<file path="config.mk">
export PLATFORM = sky130hd
export DESIGN_NAME = ventilator_breath_cycle_sequencer
export DESIGN_NICKNAME = d
export VERILOG_FILES = /design/src/vbcs_pkg.sv /design/src/vbcs_cfg.sv /design/src/vbcs_seq.sv /design/src/ventilator_breath_cycle_sequencer.sv
export SDC_FILE = /design/constraint.sdc
export NUM_CORES = 1
export LEC_CHECK = 0
export ABC_AREA = 1
export BUFFER_PORTS_ARGS = -buffer_cell sky130_fd_sc_hd__buf_2
export CORE_ASPECT_RATIO = 1.1
export CORE_UTILIZATION = 61
export CTS_CLUSTER_DIAMETER = 80
export DETAILED_ROUTE_END_ITERATION = 8
export PLACE_DENSITY = 0.81
export SYNTH_ARGS = -nofsm -noshare
export SYNTH_HDL_FRONTEND = slang
export SYNTH_SLANG_ARGS = --single-unit
</file>
<file path="constraint.sdc">
create_clock -name clk -period 10.1 [get_ports clk]
set_input_delay 1.01 -clock clk [delete_from_list [all_inputs] [get_ports clk]]
set_output_delay 1.01 -clock clk [all_outputs]
set_load 0.02 [all_outputs]
</file>
<file path="src/vbcs_pkg.sv">
// ----------------------------------------------------------------------------
// vbcs_pkg
// types, codes and constants of the breath cycle sequencer
// ----------------------------------------------------------------------------
package vbcs_pkg;

  typedef enum logic [2:0] {
    PH_WAIT    = 3'd0,
    PH_IN_PRE  = 3'd1,
    PH_IN_PROC = 3'd2,
    PH_IN_POST = 3'd3,
    PH_EX_PRE  = 3'd4,
    PH_EX_PROC = 3'd5,
    PH_EX_POST = 3'd6
  } phase_t;

  typedef enum logic [1:0] {
    EXH_NONE  = 2'd0,
    EXH_OPEN  = 2'd1,
    EXH_PEEP  = 2'd2,
    EXH_CLOSE = 2'd3
  } exh_t;

  typedef enum logic [1:0] {
    INFO_NONE      = 2'd0,
    INFO_PEAK_MISS = 2'd1,
    INFO_BELOW_PEEP = 2'd2,
    INFO_PATIENT_TRIG = 2'd3
  } info_t;

  typedef enum logic [2:0] {
    REG_TIDAL_VOLUME = 3'd0,
    REG_INSP_PERCENT = 3'd1,
    REG_BREATHS_PER_MIN = 3'd2,
    REG_TRIGGER_PRESSURE = 3'd3,
    REG_PEEP_PRESSURE = 3'd4,
    REG_PEAK_PRESSURE = 3'd5,
    REG_OVERPRESSURE = 3'd6,
    REG_FLOW_MODE = 3'd7
  } reg_idx_t;

  localparam int unsigned ADDR_W = 5;

  // register reset values
  localparam logic [15:0]        RST_TIDAL_VOLUME = 16'd500;
  localparam logic [6:0]         RST_INSP_PERCENT = 7'd33;
  localparam logic [5:0]         RST_BREATHS_PER_MIN = 6'd15;
  localparam logic signed [15:0] RST_TRIGGER_PRESSURE = -16'sd20;
  localparam logic signed [15:0] RST_PEEP_PRESSURE = 16'sd50;
  localparam logic signed [15:0] RST_PEAK_PRESSURE = 16'sd200;
  localparam logic signed [15:0] RST_OVERPRESSURE = 16'sd400;

  // durations that follow from the reset registers
  localparam logic [5:0]  RST_CYCLE_S = 6'd4;
  localparam logic [12:0] RST_CYCLE_PCT = 13'd132;
  localparam logic [15:0] RST_CYCLE_MS = 16'd4000;
  localparam logic [15:0] RST_INSP_MS = 16'd1000;
  localparam logic [15:0] RST_EXP_MS = 16'd3000;

  localparam logic [6:0]  PCT_MAX = 7'd100;
  localparam logic [15:0] MS_PER_S = 16'd1000;
  // x / 100 == (x * 5243) >> 19 for every x up to 60 * 100
  localparam logic [25:0] RECIP_100 = 26'd5243;
  localparam int unsigned RECIP_SHIFT = 19;

  typedef struct packed {
    logic [15:0]        tidal_volume_ml;
    logic signed [15:0] trigger_pressure;
    logic signed [15:0] peep_pressure;
    logic signed [15:0] peak_pressure;
    logic signed [15:0] overpressure_limit;
    logic               flow_mode;
    logic [15:0]        cycle_ms;
    logic [15:0]        insp_ms;
    logic [15:0]        exp_ms;
  } cfg_t;

  typedef struct packed {
    logic [31:0]        now_ms;
    logic signed [15:0] insp_pressure;
    logic signed [15:0] exp_pressure;
    logic [15:0]        delivered_volume_ml;
    logic               exit_valve_open;
  } tick_t;

  typedef struct packed {
    phase_t phase;
    exh_t   exh_valve_cmd;
    logic   insp_valve_close;
    logic   target_set;
    logic   flow_reset;
    logic   critical_alarm;
    info_t  info_alarm;
  } result_t;

  // whole seconds per breath, 60 / bpm truncated, zero rate gives zero
  function automatic logic [5:0] cycle_seconds(input logic [5:0] bpm);
    logic [5:0] s;
    case (bpm) inside
      6'd1:           s = 6'd60;
      6'd2:           s = 6'd30;
      6'd3:           s = 6'd20;
      6'd4:           s = 6'd15;
      6'd5:           s = 6'd12;
      6'd6:           s = 6'd10;
      6'd7:           s = 6'd8;
      6'd8:           s = 6'd7;
      [6'd9:6'd10]:   s = 6'd6;
      [6'd11:6'd12]:  s = 6'd5;
      [6'd13:6'd15]:  s = 6'd4;
      [6'd16:6'd20]:  s = 6'd3;
      [6'd21:6'd30]:  s = 6'd2;
      [6'd31:6'd60]:  s = 6'd1;
      default:        s = 6'd0;
    endcase
    return s;
  endfunction

endpackage

</file>
<file path="src/vbcs_cfg.sv">
// ----------------------------------------------------------------------------
// vbcs_cfg
// register file on the apb port and breath duration derivation
// ----------------------------------------------------------------------------
module vbcs_cfg import vbcs_pkg::*; (
  input  logic              clk,
  input  logic              rst_n,
  input  logic              psel,
  input  logic              penable,
  input  logic              pwrite,
  input  logic [ADDR_W-1:0] paddr,
  input  logic [31:0]       pwdata,
  output logic [31:0]       prdata,
  output logic              pready,
  output cfg_t              cfg
);

  logic [15:0]        tidal_r;
  logic [6:0]         pct_r;
  logic [5:0]         bpm_r;
  logic signed [15:0] trig_r;
  logic signed [15:0] peep_r;
  logic signed [15:0] peak_r;
  logic signed [15:0] over_r;
  logic               flow_r;

  logic [5:0]  cyc_s_r;
  logic [12:0] cyc_pct_r;
  logic [5:0]  cyc_s_nxt;
  logic [12:0] cyc_pct_nxt;
  logic [6:0]  pct_clamp;
  logic [25:0] scaled;
  logic [5:0]  in_s;

  logic     wr_en;
  reg_idx_t idx;

  assign pready = 1'b1;
  assign wr_en  = psel & penable & pwrite;
  assign idx    = reg_idx_t'(paddr[ADDR_W-1:2]);

  always_ff @(posedge clk) begin
    if (!rst_n) begin
      tidal_r <= RST_TIDAL_VOLUME;
      pct_r   <= RST_INSP_PERCENT;
      bpm_r   <= RST_BREATHS_PER_MIN;
      trig_r  <= RST_TRIGGER_PRESSURE;
      peep_r  <= RST_PEEP_PRESSURE;
      peak_r  <= RST_PEAK_PRESSURE;
      over_r  <= RST_OVERPRESSURE;
      flow_r  <= 1'b0;
    end else if (wr_en) begin
      case (idx)
        REG_TIDAL_VOLUME:     tidal_r <= pwdata[15:0];
        REG_INSP_PERCENT:     pct_r   <= pwdata[6:0];
        REG_BREATHS_PER_MIN:  bpm_r   <= pwdata[5:0];
        REG_TRIGGER_PRESSURE: trig_r  <= pwdata[15:0];
        REG_PEEP_PRESSURE:    peep_r  <= pwdata[15:0];
        REG_PEAK_PRESSURE:    peak_r  <= pwdata[15:0];
        REG_OVERPRESSURE:     over_r  <= pwdata[15:0];
        REG_FLOW_MODE:        flow_r  <= pwdata[0];
        default: ;
      endcase
    end
  end

  always_comb begin
    case (idx)
      REG_TIDAL_VOLUME:     prdata = {16'd0, tidal_r};
      REG_INSP_PERCENT:     prdata = {25'd0, pct_r};
      REG_BREATHS_PER_MIN:  prdata = {26'd0, bpm_r};
      REG_TRIGGER_PRESSURE: prdata = 32'(trig_r);
      REG_PEEP_PRESSURE:    prdata = 32'(peep_r);
      REG_PEAK_PRESSURE:    prdata = 32'(peak_r);
      REG_OVERPRESSURE:     prdata = 32'(over_r);
      REG_FLOW_MODE:        prdata = {31'd0, flow_r};
      default:              prdata = 32'd0;
    endcase
  end

  // cycle seconds and seconds * percent, registered behind the multiplier
  assign pct_clamp   = (pct_r > PCT_MAX) ? PCT_MAX : pct_r;
  assign cyc_s_nxt   = cycle_seconds(bpm_r);
  assign cyc_pct_nxt = 13'(cyc_s_nxt) * 13'(pct_clamp);

  always_ff @(posedge clk) begin
    if (!rst_n) begin
      cyc_s_r   <= RST_CYCLE_S;
      cyc_pct_r <= RST_CYCLE_PCT;
    end else begin
      cyc_s_r   <= cyc_s_nxt;
      cyc_pct_r <= cyc_pct_nxt;
    end
  end

  // divide by 100 through the reciprocal, then scale to ms
  assign scaled = 26'(cyc_pct_r) * RECIP_100;
  assign in_s   = 6'(scaled >> RECIP_SHIFT);

  always_comb begin
    cfg.tidal_volume_ml    = tidal_r;
    cfg.trigger_pressure   = trig_r;
    cfg.peep_pressure      = peep_r;
    cfg.peak_pressure      = peak_r;
    cfg.overpressure_limit = over_r;
    cfg.flow_mode          = flow_r;
    cfg.cycle_ms           = 16'(cyc_s_r) * MS_PER_S;
    cfg.insp_ms            = 16'(in_s) * MS_PER_S;
    cfg.exp_ms             = 16'(cyc_s_r - in_s) * MS_PER_S;
  end

endmodule

</file>
<file path="src/vbcs_seq.sv">
// ----------------------------------------------------------------------------
// vbcs_seq
// breath phase state machine, one tick per enabled cycle
// ----------------------------------------------------------------------------
module vbcs_seq import vbcs_pkg::*; (
  input  logic    clk,
  input  logic    rst_n,
  input  logic    step_en,
  input  tick_t   tick,
  input  cfg_t    cfg,
  output result_t res
);

  phase_t      phase_r, phase_nxt;
  logic [31:0] start_r, start_nxt;
  logic [15:0] insp_ms_r, insp_ms_nxt;
  logic [15:0] exp_ms_r, exp_ms_nxt;

  logic [31:0]        elapsed;
  logic [31:0]        exp_elapsed;
  logic               trig;
  logic               over;
  logic signed [16:0] peep_m1;

  assign elapsed     = tick.now_ms - start_r;
  assign exp_elapsed = elapsed - 32'(insp_ms_r);
  assign trig        = tick.insp_pressure <= cfg.trigger_pressure;
  assign over        = tick.insp_pressure > cfg.overpressure_limit;
  assign peep_m1     = 17'(cfg.peep_pressure) - 17'sd1;

  // next state
  always_comb begin
    phase_nxt   = phase_r;
    start_nxt   = start_r;
    insp_ms_nxt = insp_ms_r;
    exp_ms_nxt  = exp_ms_r;
    case (phase_r)
      PH_WAIT: begin
        insp_ms_nxt = cfg.insp_ms;
        exp_ms_nxt  = cfg.exp_ms;
        if (trig || elapsed > 32'(cfg.cycle_ms)) begin
          phase_nxt = PH_IN_PRE;
        end
      end
      PH_IN_PRE: begin
        start_nxt = tick.now_ms;
        phase_nxt = PH_IN_PROC;
      end
      PH_IN_PROC: begin
        if ((cfg.flow_mode && tick.delivered_volume_ml >= cfg.tidal_volume_ml) ||
            elapsed >= 32'(insp_ms_r)) begin
          phase_nxt = PH_IN_POST;
        end
      end
      PH_IN_POST: begin
        if (elapsed >= 32'(insp_ms_r)) begin
          phase_nxt = PH_EX_PRE;
        end
      end
      PH_EX_PRE: phase_nxt = PH_EX_PROC;
      PH_EX_PROC: begin
        // a patient trigger wins over the expiration timeout
        if (trig) begin
          phase_nxt = PH_IN_PRE;
        end else if (exp_elapsed >= 32'(exp_ms_r)) begin
          phase_nxt = PH_EX_POST;
        end
      end
      PH_EX_POST: phase_nxt = PH_WAIT;
      default:    phase_nxt = PH_WAIT;
    endcase
  end

  // outputs
  always_comb begin
    res.phase            = phase_nxt;
    res.exh_valve_cmd    = over ? EXH_OPEN : EXH_NONE;
    res.insp_valve_close = over;
    res.target_set       = 1'b0;
    res.flow_reset       = 1'b0;
    res.critical_alarm   = over;
    res.info_alarm       = INFO_NONE;
    case (phase_r)
      PH_IN_PRE: begin
        res.flow_reset    = 1'b1;
        res.exh_valve_cmd = EXH_CLOSE;
        res.target_set    = 1'b1;
      end
      PH_IN_PROC: begin
        if (!cfg.flow_mode) begin
          res.target_set = 1'b1;
        end
      end
      PH_IN_POST: begin
        if (tick.exp_pressure < cfg.peak_pressure) begin
          res.exh_valve_cmd = EXH_CLOSE;
          res.info_alarm    = INFO_PEAK_MISS;
        end
        if (elapsed >= 32'(insp_ms_r)) begin
          res.insp_valve_close = 1'b1;
        end
      end
      PH_EX_PRE: res.exh_valve_cmd = EXH_PEEP;
      PH_EX_PROC: begin
        if (trig) begin
          res.info_alarm = INFO_PATIENT_TRIG;
        end
      end
      PH_EX_POST: begin
        if (17'(tick.exp_pressure) < peep_m1 && !tick.exit_valve_open) begin
          res.exh_valve_cmd = EXH_CLOSE;
          res.info_alarm    = INFO_BELOW_PEEP;
        end
      end
      default: ;
    endcase
  end

  always_ff @(posedge clk) begin
    if (!rst_n) begin
      phase_r   <= PH_WAIT;
      start_r   <= 32'd0;
      insp_ms_r <= RST_INSP_MS;
      exp_ms_r  <= RST_EXP_MS;
    end else if (step_en) begin
      phase_r   <= phase_nxt;
      start_r   <= start_nxt;
      insp_ms_r <= insp_ms_nxt;
      exp_ms_r  <= exp_ms_nxt;
    end
  end

endmodule

</file>
<file path="src/ventilator_breath_cycle_sequencer.sv">
// ----------------------------------------------------------------------------
// ventilator_breath_cycle_sequencer
// seven-phase breath cycle sequencer with valve commands and alarms
// ----------------------------------------------------------------------------
// an accepted beat waits in the input register until the result register frees up
// throughput: one beat per cycle without out_stall, set by the input and result registers
// under out_stall the input register takes at most one more beat, then in_stall rises
// reset (rst_n low, synchronous) empties both stages, returns to the wait phase
// and loads the default register values
module ventilator_breath_cycle_sequencer import vbcs_pkg::*; (
  input  logic               clk,
  input  logic               rst_n,
  input  logic               psel,
  input  logic               penable,
  input  logic               pwrite,
  input  logic [ADDR_W-1:0]  paddr,
  input  logic [31:0]        pwdata,
  output logic [31:0]        prdata,
  output logic               pready,
  input  logic               in_valid,
  output logic               in_stall,
  input  logic [31:0]        in_now_ms,
  input  logic signed [15:0] in_insp_pressure,
  input  logic signed [15:0] in_exp_pressure,
  input  logic [15:0]        in_delivered_volume_ml,
  input  logic               in_exit_valve_open,
  output logic               out_valid,
  input  logic               out_stall,
  output logic [2:0]         out_phase,
  output logic [1:0]         out_exh_valve_cmd,
  output logic               out_insp_valve_close,
  output logic               out_target_set,
  output logic               out_flow_reset,
  output logic               out_critical_alarm,
  output logic [1:0]         out_info_alarm
);

  cfg_t    cfg;
  tick_t   tick_r;
  result_t res;
  result_t res_r;
  logic    tick_valid_r, tick_valid_nxt;
  logic    out_valid_r, out_valid_nxt;
  logic    advance;
  logic    in_take;

  vbcs_cfg u_cfg (
    .clk     (clk),
    .rst_n   (rst_n),
    .psel    (psel),
    .penable (penable),
    .pwrite  (pwrite),
    .paddr   (paddr),
    .pwdata  (pwdata),
    .prdata  (prdata),
    .pready  (pready),
    .cfg     (cfg)
  );

  // the result register frees up when empty or when its beat is taken
  assign advance  = !out_valid_r || !out_stall;
  assign in_stall = tick_valid_r && !advance;
  assign in_take  = in_valid && !in_stall;

  assign tick_valid_nxt = in_take ? 1'b1 : (advance ? 1'b0 : tick_valid_r);
  assign out_valid_nxt  = advance ? tick_valid_r : out_valid_r;

  always_ff @(posedge clk) begin
    if (!rst_n) begin
      tick_valid_r <= 1'b0;
      out_valid_r  <= 1'b0;
    end else begin
      tick_valid_r <= tick_valid_nxt;
      out_valid_r  <= out_valid_nxt;
    end
  end

  always_ff @(posedge clk) begin
    if (in_take) begin
      tick_r.now_ms              <= in_now_ms;
      tick_r.insp_pressure       <= in_insp_pressure;
      tick_r.exp_pressure        <= in_exp_pressure;
      tick_r.delivered_volume_ml <= in_delivered_volume_ml;
      tick_r.exit_valve_open     <= in_exit_valve_open;
    end
  end

  vbcs_seq u_seq (
    .clk     (clk),
    .rst_n   (rst_n),
    .step_en (tick_valid_r && advance),
    .tick    (tick_r),
    .cfg     (cfg),
    .res     (res)
  );

  always_ff @(posedge clk) begin
    if (tick_valid_r && advance) begin
      res_r <= res;
    end
  end

  assign out_valid            = out_valid_r;
  assign out_phase            = res_r.phase;
  assign out_exh_valve_cmd    = res_r.exh_valve_cmd;
  assign out_insp_valve_close = res_r.insp_valve_close;
  assign out_target_set       = res_r.target_set;
  assign out_flow_reset       = res_r.flow_reset;
  assign out_critical_alarm   = res_r.critical_alarm;
  assign out_info_alarm       = res_r.info_alarm;

endmodule

</file>
# Word level (Yosys, flattened, before mapping)

Index checks and enable logic that the tools add are counted.

Add/sub/neg operators: 4
$mul: 5
Div/mod/pow operators: 0
$lt $le $gt $ge: 21
Eq/ne operators: 21
Shifts and indexed selects: 0
Mux-type cells: 37
Bitwise operators: 2
Reductions and logical operators: 32

Operator list:

| operator                 | number |
|---|---|
| $pmux W32 S8             | 1 |
| $mux W6                  | 13 |
| $ge A32 B16 Y1           | 2 |
| $gt A32 B16 Y1           | 1 |
| $sub A32 B16 Y32         | 1 |
| $sub A32 B32 Y32         | 1 |
| $mul A6 B7 Y13 const B   | 2 |
| $mul A13 B13 Y25 const B | 1 |
| $eq A6 B3 Y1 const B     | 4 |
| $eq A3 B3 Y1 const B     | 7 |
| $reduce_and A2 Y1        | 10 |
| $ge A6 B4 Y1 const B     | 3 |
| $ge A6 B5 Y1 const B     | 3 |
| $le A6 B4 Y1 const B     | 3 |
| $pmux W3 S6              | 1 |
| $lt A16 B17 Y1           | 1 |
| $sub A16 B2 Y17 const B  | 1 |
| $ge A16 B16 Y1           | 1 |
| $gt A16 B16 Y1           | 1 |
| $le A16 B16 Y1           | 1 |
| $lt A16 B16 Y1           | 1 |
| $mul A16 B7 Y13 const B  | 1 |
| $mux W3                  | 5 |
| $mul A6 B7 Y13           | 1 |
| 21 further kinds         | 56 |

Register bits: 268
Latch bits: 0
Memory bits (writable): 0
ROM bits: 0
Output and inout port bits: 46
Memories kept: 0

# Longest topological paths before layout

Depth in word-level cells: 17
Mapped depth: 50

# Cells and area by module

Synthesis repeated with hierarchy kept, for this count alone.

Cells, all modules: 3331
Area, all modules: 24962.7 um2

Modules (own cells, without submodules):

| module                            | instances | cells an instance | area an instance (um2) | seq. area each (um2) |
|---|---|---|---|---|
| vbcs_cfg                          | 1         | 1602              | 12405.6                | 2262.2 |
| vbcs_seq                          | 1         | 1624              | 9699.3                 | 1341.3 |
| ventilator_breath_cycle_sequencer | 1         | 105               | 2857.7                 | 2802.7 |

# Worst setup path after synthesis

No wires, ideal clock.

Path type: flip-flop to flip-flop
Start point: reg u_cfg.cyc_pct_r[10]
End point: reg u_seq.exp_ms_r[15]
Library setup time: 64 ps
Arrival time: 8577 ps
Data required time: 10036 ps
Slack: 1458 ps
Cell stages (with the launch flop): 44
Path buffers: 0
Period minus slack after synthesis: 8642 ps
Cell sequence: dfxtp_1 -> fa_1 -> ha_1 -> inv_1 -> fa_1 -> inv_1 -> fa_1 -> inv_1 -> fa_1 -> inv_1 -> ha_1 -> nand2_1 -> o21ai_0 -> a21oi_1 -> nand3_1 -> nand2_1 -> nand2_1 -> a21o_1 -> [... 8 more ...] -> inv_1 -> fa_1 -> inv_1 -> fa_1 -> inv_1 -> ha_1 -> a21oi_1 -> nor2_1 -> o21ai_0 -> nand2_1 -> a21oi_1 -> nor2_1 -> nor2_1 -> xor2_1 -> nand3_1 -> nand2_1 -> nor2_1 -> nor2_1

Word-level cells in the longest chain between the ends: 3

Ends and longest elaborated chain:

| item                   | line            | source |
|---|---|---|
| start, declared        | vbcs_cfg.sv:28  | `logic [12:0] cyc_pct_r;` |
| start signal, assigned | vbcs_cfg.sv:92  | `cyc_pct_r <= cyc_pct_nxt;` |
| $mul A13 B13 Y25       | vbcs_cfg.sv:97  | `assign scaled = 26'(cyc_pct_r) * RECIP_100;` |
| $sub A6 B6 Y7          | vbcs_cfg.sv:109 | `cfg.exp_ms = 16'(cyc_s_r - in_s) * MS_PER_S;` |
| $mul A16 B7 Y13        | vbcs_cfg.sv:109 |  |
| end signal, assigned   | vbcs_seq.sv:129 | `exp_ms_r <= exp_ms_nxt;` |
| end, declared          | vbcs_seq.sv:17  | `logic [15:0] exp_ms_r, exp_ms_nxt;` |

No other way between the ends.
A chain may end at the register's enable or synchronous reset.

# Final worst setup path

Start point: reg u_cfg.cyc_pct_r[6]
End point: reg u_seq.exp_ms_r[15]

The elaborated chain is that of the path after synthesis.

==> impl_metrics.xml <==
<?xml version="1.0" encoding="UTF-8"?>
<metrics>
  <group name="worst_setup_path">
    <metric name="critical-path-slowest-cell" unit="">fa_1</metric>
    <metric name="crit_path_end_kind" unit="">register</metric>
    <metric name="criticalPathCategory" unit="">register to register</metric>
    <metric name="timing.reg2reg.worst_path_depth" unit="">45</metric>
    <metric name="cp_data_arrival_time" unit="ns">9.80</metric>
    <metric name="cp_data_required_time" unit="ns">10.61</metric>
    <metric name="crit_path_max_fanout" unit="">5</metric>
    <metric name="crit_path_max_incr_delay" unit="ns">0.53</metric>
    <metric name="startpoint_type" unit="">register</metric>
    <metric name="critical_path.most_common_cell" unit="">inv_1</metric>
  </group>
  <group name="die">
    <metric name="die-height" unit="um">209</metric>
    <metric name="coreArea" unit="um^2">38200</metric>
    <metric name="initial_utilization" unit="%">61.9</metric>
    <metric name="core_rows" unit="">75</metric>
    <metric name="dieWidth" unit="um">190</metric>
    <metric name="fp.dieArea" unit="um^2">39600</metric>
    <metric name="ioPinCount" unit="">171</metric>
  </group>
  <group name="timing">
    <metric name="total_count_of_max_transition_violations_in_the_final_report" unit="">0</metric>
    <metric name="final_min_period_over_clock_period" unit="%">91.9</metric>
    <metric name="worst_case_clock_skew" unit="ns">0.0200</metric>
    <metric name="slew_headroom" unit="%">28.0</metric>
    <metric name="rsz0062_at_grt" unit="">no</metric>
    <metric name="tns" unit="ns">0</metric>
    <metric name="post-route-min-period" unit="ns">9.28</metric>
    <metric name="clock.fmax" unit="MHz">108</metric>
    <metric name="setup_viols_final" unit="">0</metric>
    <metric name="timing_hold_violations_final" unit="">0</metric>
    <metric name="max_slew.worst_pin.slew" unit="ns">1.08</metric>
  </group>
  <group name="logic_synthesis">
    <metric name="synth_cell_types" unit="">51</metric>
    <metric name="post_synth_instance_area" unit="um^2">23600</metric>
    <metric name="ys_seq_area_share" unit="%">26.6</metric>
    <metric name="yosys_most_used_dff" unit="">dfxtp_1</metric>
    <metric name="synth_largest_type_area_fraction" unit="%">17.9</metric>
    <metric name="number_of_standard_cells_after_synthesis" unit="">3044</metric>
    <metric name="post_syn_area_per_cell" unit="um^2">7.77</metric>
    <metric name="synth-edff-count" unit="">92</metric>
    <metric name="post_synth_main_area_contributors" unit="">ha_1 (18%), dfxtp_1 (15%), edfxtp_1 (12%)</metric>
    <metric name="yosys_register_bits" unit="">268</metric>
    <metric name="mappedNetlistNets" unit="">3627</metric>
    <metric name="synth.largest_area_cell" unit="">ha_1</metric>
    <metric name="ys.warnings.count" unit="">0</metric>
    <metric name="postSynth.asyncResetShare" unit="%">0</metric>
  </group>
  <group name="global_route">
    <metric name="global_route.overflow_total" unit="">0</metric>
    <metric name="globalRouteTotalUtil" unit="%">30.9</metric>
    <metric name="wire_length_of_the_first_global_routing_pass" unit="mm">98.6</metric>
    <metric name="grt_max_degree" unit="">82</metric>
    <metric name="grt_antenna_before_repair" unit="">2</metric>
    <metric name="first_global_vias" unit="">20630</metric>
  </group>
  <group name="power_and_ir_drop">
    <metric name="power.density" unit="nW/um^2">122</metric>
    <metric name="total_switching_power" unit="mW">1.07</metric>
    <metric name="max-vdd-ir-drop" unit="mV">0.160</metric>
    <metric name="clkPwrFrac" unit="%">33.7</metric>
    <metric name="power_report.internal_total" unit="mW">2.09</metric>
    <metric name="switching_share" unit="%">33.8</metric>
    <metric name="leakage" unit="nW">13.4</metric>
    <metric name="seqPwrFrac" unit="%">37.6</metric>
    <metric name="comb_power_share" unit="%">28.6</metric>
    <metric name="total_power" unit="mW">3.16</metric>
  </group>
  <group name="placed_design">
    <metric name="dp_wirelength" unit="mm">48.6</metric>
    <metric name="port_buffers" unit="">151</metric>
    <metric name="routabilityCongestion" unit="">0.963</metric>
    <metric name="placedCellCount" unit="">3644</metric>
    <metric name="placement.cell_area" unit="um^2">24800</metric>
  </group>
  <group name="cells_and_area">
    <metric name="area_growth_syn_to_layout" unit="%">9.22</metric>
    <metric name="mostFrequentLayoutCells" unit="">inv_1 (622), nand2_1 (539), ha_1 (338)</metric>
    <metric name="final_cell_count_no_fill" unit="">3700</metric>
    <metric name="seqCellArea" unit="um^2">6290</metric>
    <metric name="design.final.nets" unit="">3759</metric>
    <metric name="post_route_cells_drive_above_1_share" unit="%">9.32</metric>
    <metric name="final_cell_area" unit="um^2">25800</metric>
    <metric name="num-fill-cells" unit="">3137</metric>
    <metric name="multiInputGateArea" unit="um^2">14700</metric>
    <metric name="layout_commonest_cell" unit="">inv_1</metric>
  </group>
  <group name="clock_network">
    <metric name="clock_insertion_delay_worst_skew" unit="ns">0.59</metric>
    <metric name="cts_sink_cnt" unit="">268</metric>
    <metric name="clock-root-buffer" unit="">clkbuf_16</metric>
    <metric name="cts_max_level" unit="">1</metric>
    <metric name="worst_path_clk_slew" unit="ns">0.06</metric>
    <metric name="tritoncts" unit="">done</metric>
    <metric name="cts_hold_buffers" unit="">0</metric>
    <metric name="clock_path_buffers" unit="">3</metric>
    <metric name="cts_made_buffers" unit="">28</metric>
  </group>
  <group name="routing">
    <metric name="wl_per_cell" unit="um">16.2</metric>
    <metric name="drcViolationCount" unit="">0</metric>
    <metric name="detail-route-antenna-nets" unit="">0</metric>
    <metric name="drt_wl_total" unit="mm">59.9</metric>
    <metric name="drtIter0Drc" unit="">1531</metric>
    <metric name="detail_route.first_pass.iterations" unit="">7</metric>
    <metric name="route.vias.total" unit="">20593</metric>
    <metric name="avgViaCountPerCell" unit="">5.57</metric>
  </group>
  <group name="worst_hold_path">
    <metric name="hp-class" unit="">register to register</metric>
    <metric name="min_delay_path_depth" unit="">2</metric>
  </group>
  <group name="flow_run">
    <metric name="timing.max_cap.violations" unit="">0</metric>
  </group>
  <group name="outcome">
    <metric name="outcome" unit="">finished clean</metric>
  </group>
</metrics>
kinds of logic after synthesis:
| kind of cell | after synthesis | synth area share (%) |
|---|---|---|
| other | 1 | 0.0159 |
| buffers and inverters | 697 | 11.3 |
| and+or+nand+nor | 975 | 17.7 |
| adders and majority gates | 458 | 28.0 |
| DFF | 268 | 26.6 |
| AOI/OAI and AO/OA | 559 | 13.1 |
| xor gates and xnor gates | 86 | 3.28 |
layout make-up:
type | instances | area share (%)
Clock buffer | 37 | 3.17
Timing Repair Buffer | 163 | 3.28
Sequential cell | 268 | 24.4
Tap cell | 500 | 2.42
Multi-Input combinational cell | 2079 | 56.9
Clock inverter | 15 | 0.557
Inverter | 636 | 9.26
Antenna cell | 2 | 0.0194
power by group through the flow:
stage               logic [mW]  clock network (mW)  registers (mW)
floorplan                0.660                   0            1.21
global placement         0.852                   0            1.21
detailed placement       0.892                   0            1.21
CTS                      0.898                1.08            1.19
global route              1.04                1.12            1.19
finish                   0.906                1.07            1.19
metal layers:
| metal | vias to the layer above | track usage, % | part of all wire, % |
|---|---|---|---|
| li1 | 10096 | - | - |
| met5 | - | 0 | 0 |
| met3 | 151 | 3.19 | 6.9 |
| met4 | 0 | 11.2 | 3.4 |
| met2 | 767 | 53.7 | 48 |
| met1 | 9579 | 39.5 | 42 |
worst max-delay path, delay by kind of cell (launching register included):
kind | cells | cell delay, ns
AO/OA/AOI/OAI | 6 | 1.09
XOR/XNOR | 3 | 0.67
adder cells (fa/ha/maj) | 12 | 5.00
buffers and inverters | 10 | 0.73
flip-flops | 1 | 0.47
AND/OR/NAND/NOR | 14 | 1.22
worst paths after layout:
path / slack [ns] / startpoint / endpoint
min: 0.46 / u_seq.start_r[19]$_SDFFE_PN0P_ / u_seq.start_r[19]$_SDFFE_PN0P_
max: 0.82 / u_cfg.cyc_pct_r[6]$_SDFF_PN0_ / u_seq.exp_ms_r[15]$_SDFFE_PN0P_
min reg2reg: 0.46 / u_seq.start_r[19]$_SDFFE_PN0P_ / u_seq.start_r[19]$_SDFFE_PN0P_
max reg2reg: 0.82 / u_cfg.cyc_pct_r[6]$_SDFF_PN0_ / u_seq.exp_ms_r[15]$_SDFFE_PN0P_
metrics by stage:
stage / utilization, % / setup slack, ns / hold slack (ns)
3_5_place_dp: 65.0 / 0.620 / 0.452
6_report: 67.6 / 0.815 / 0.455
4_1_cts: 67.5 / 0.554 / 0.461
3_3_place_gp: 65.0 / 0.820 / 0.444
2_1_floorplan: - / 1.46 / 0.433
5_1_grt: 67.6 / 0.0244 / 0.477
synthesized netlist by cell type, types with 3 or more instances:
library cell and number:
ha_1 338, a21o_1 9, nor4_1 11, o31ai_1 3, a31oi_1 4, nor3_1 26
o21ai_0 178, nand3_2 8, fa_1 120, a211oi_1 3, o2111ai_1 6, nor2_1 200
o211ai_1 44, and2_1 7, o21bai_1 14, edfxtp_1 92, buf_4 16, nand3_1 89
xnor2_1 24, o21ai_1 5, nor2_4 5, a221oi_1 8, nand2_1 540, nand3b_1 4
nand4_1 32, or2_2 5, inv_1 624, buf_1 3, xor2_1 59, dfxtp_1 176
a21oi_1 255, nor2_2 21, nand2_2 22, clkbuf_1 42, nor3_2 3, inv_2 10
o22ai_1 18, o21a_1 3
flip-flops by register name, indices dropped and copies added, names as in the netlist, 2 cells and up:
| signal | flops |
|---|---|
| tick_r | 81 |
| u_seq.start_r | 32 |
| u_cfg.over_r | 16 |
| u_cfg.peak_r | 16 |
| u_cfg.peep_r | 16 |
| u_cfg.tidal_r | 16 |
| u_cfg.trig_r | 16 |
| u_cfg.cyc_pct_r | 13 |
| u_seq.exp_ms_r | 13 |
| u_seq.insp_ms_r | 13 |
| u_cfg.pct_r | 7 |
| u_cfg.bpm_r | 6 |
| u_cfg.cyc_s_r | 6 |
| out_phase | 3 |
| u_seq.phase_r | 3 |
| out_exh_valve_cmd | 2 |
| out_info_alarm | 2 |
timing repair:
action / CTS / global route
resized for setup: 0 / 9
setup buffers: 0 / 2
setup endpoints to repair: 0 / 1
hold endpoints to repair: 0 / 0
No activity file was read; power rests on OpenSTA's default activity.
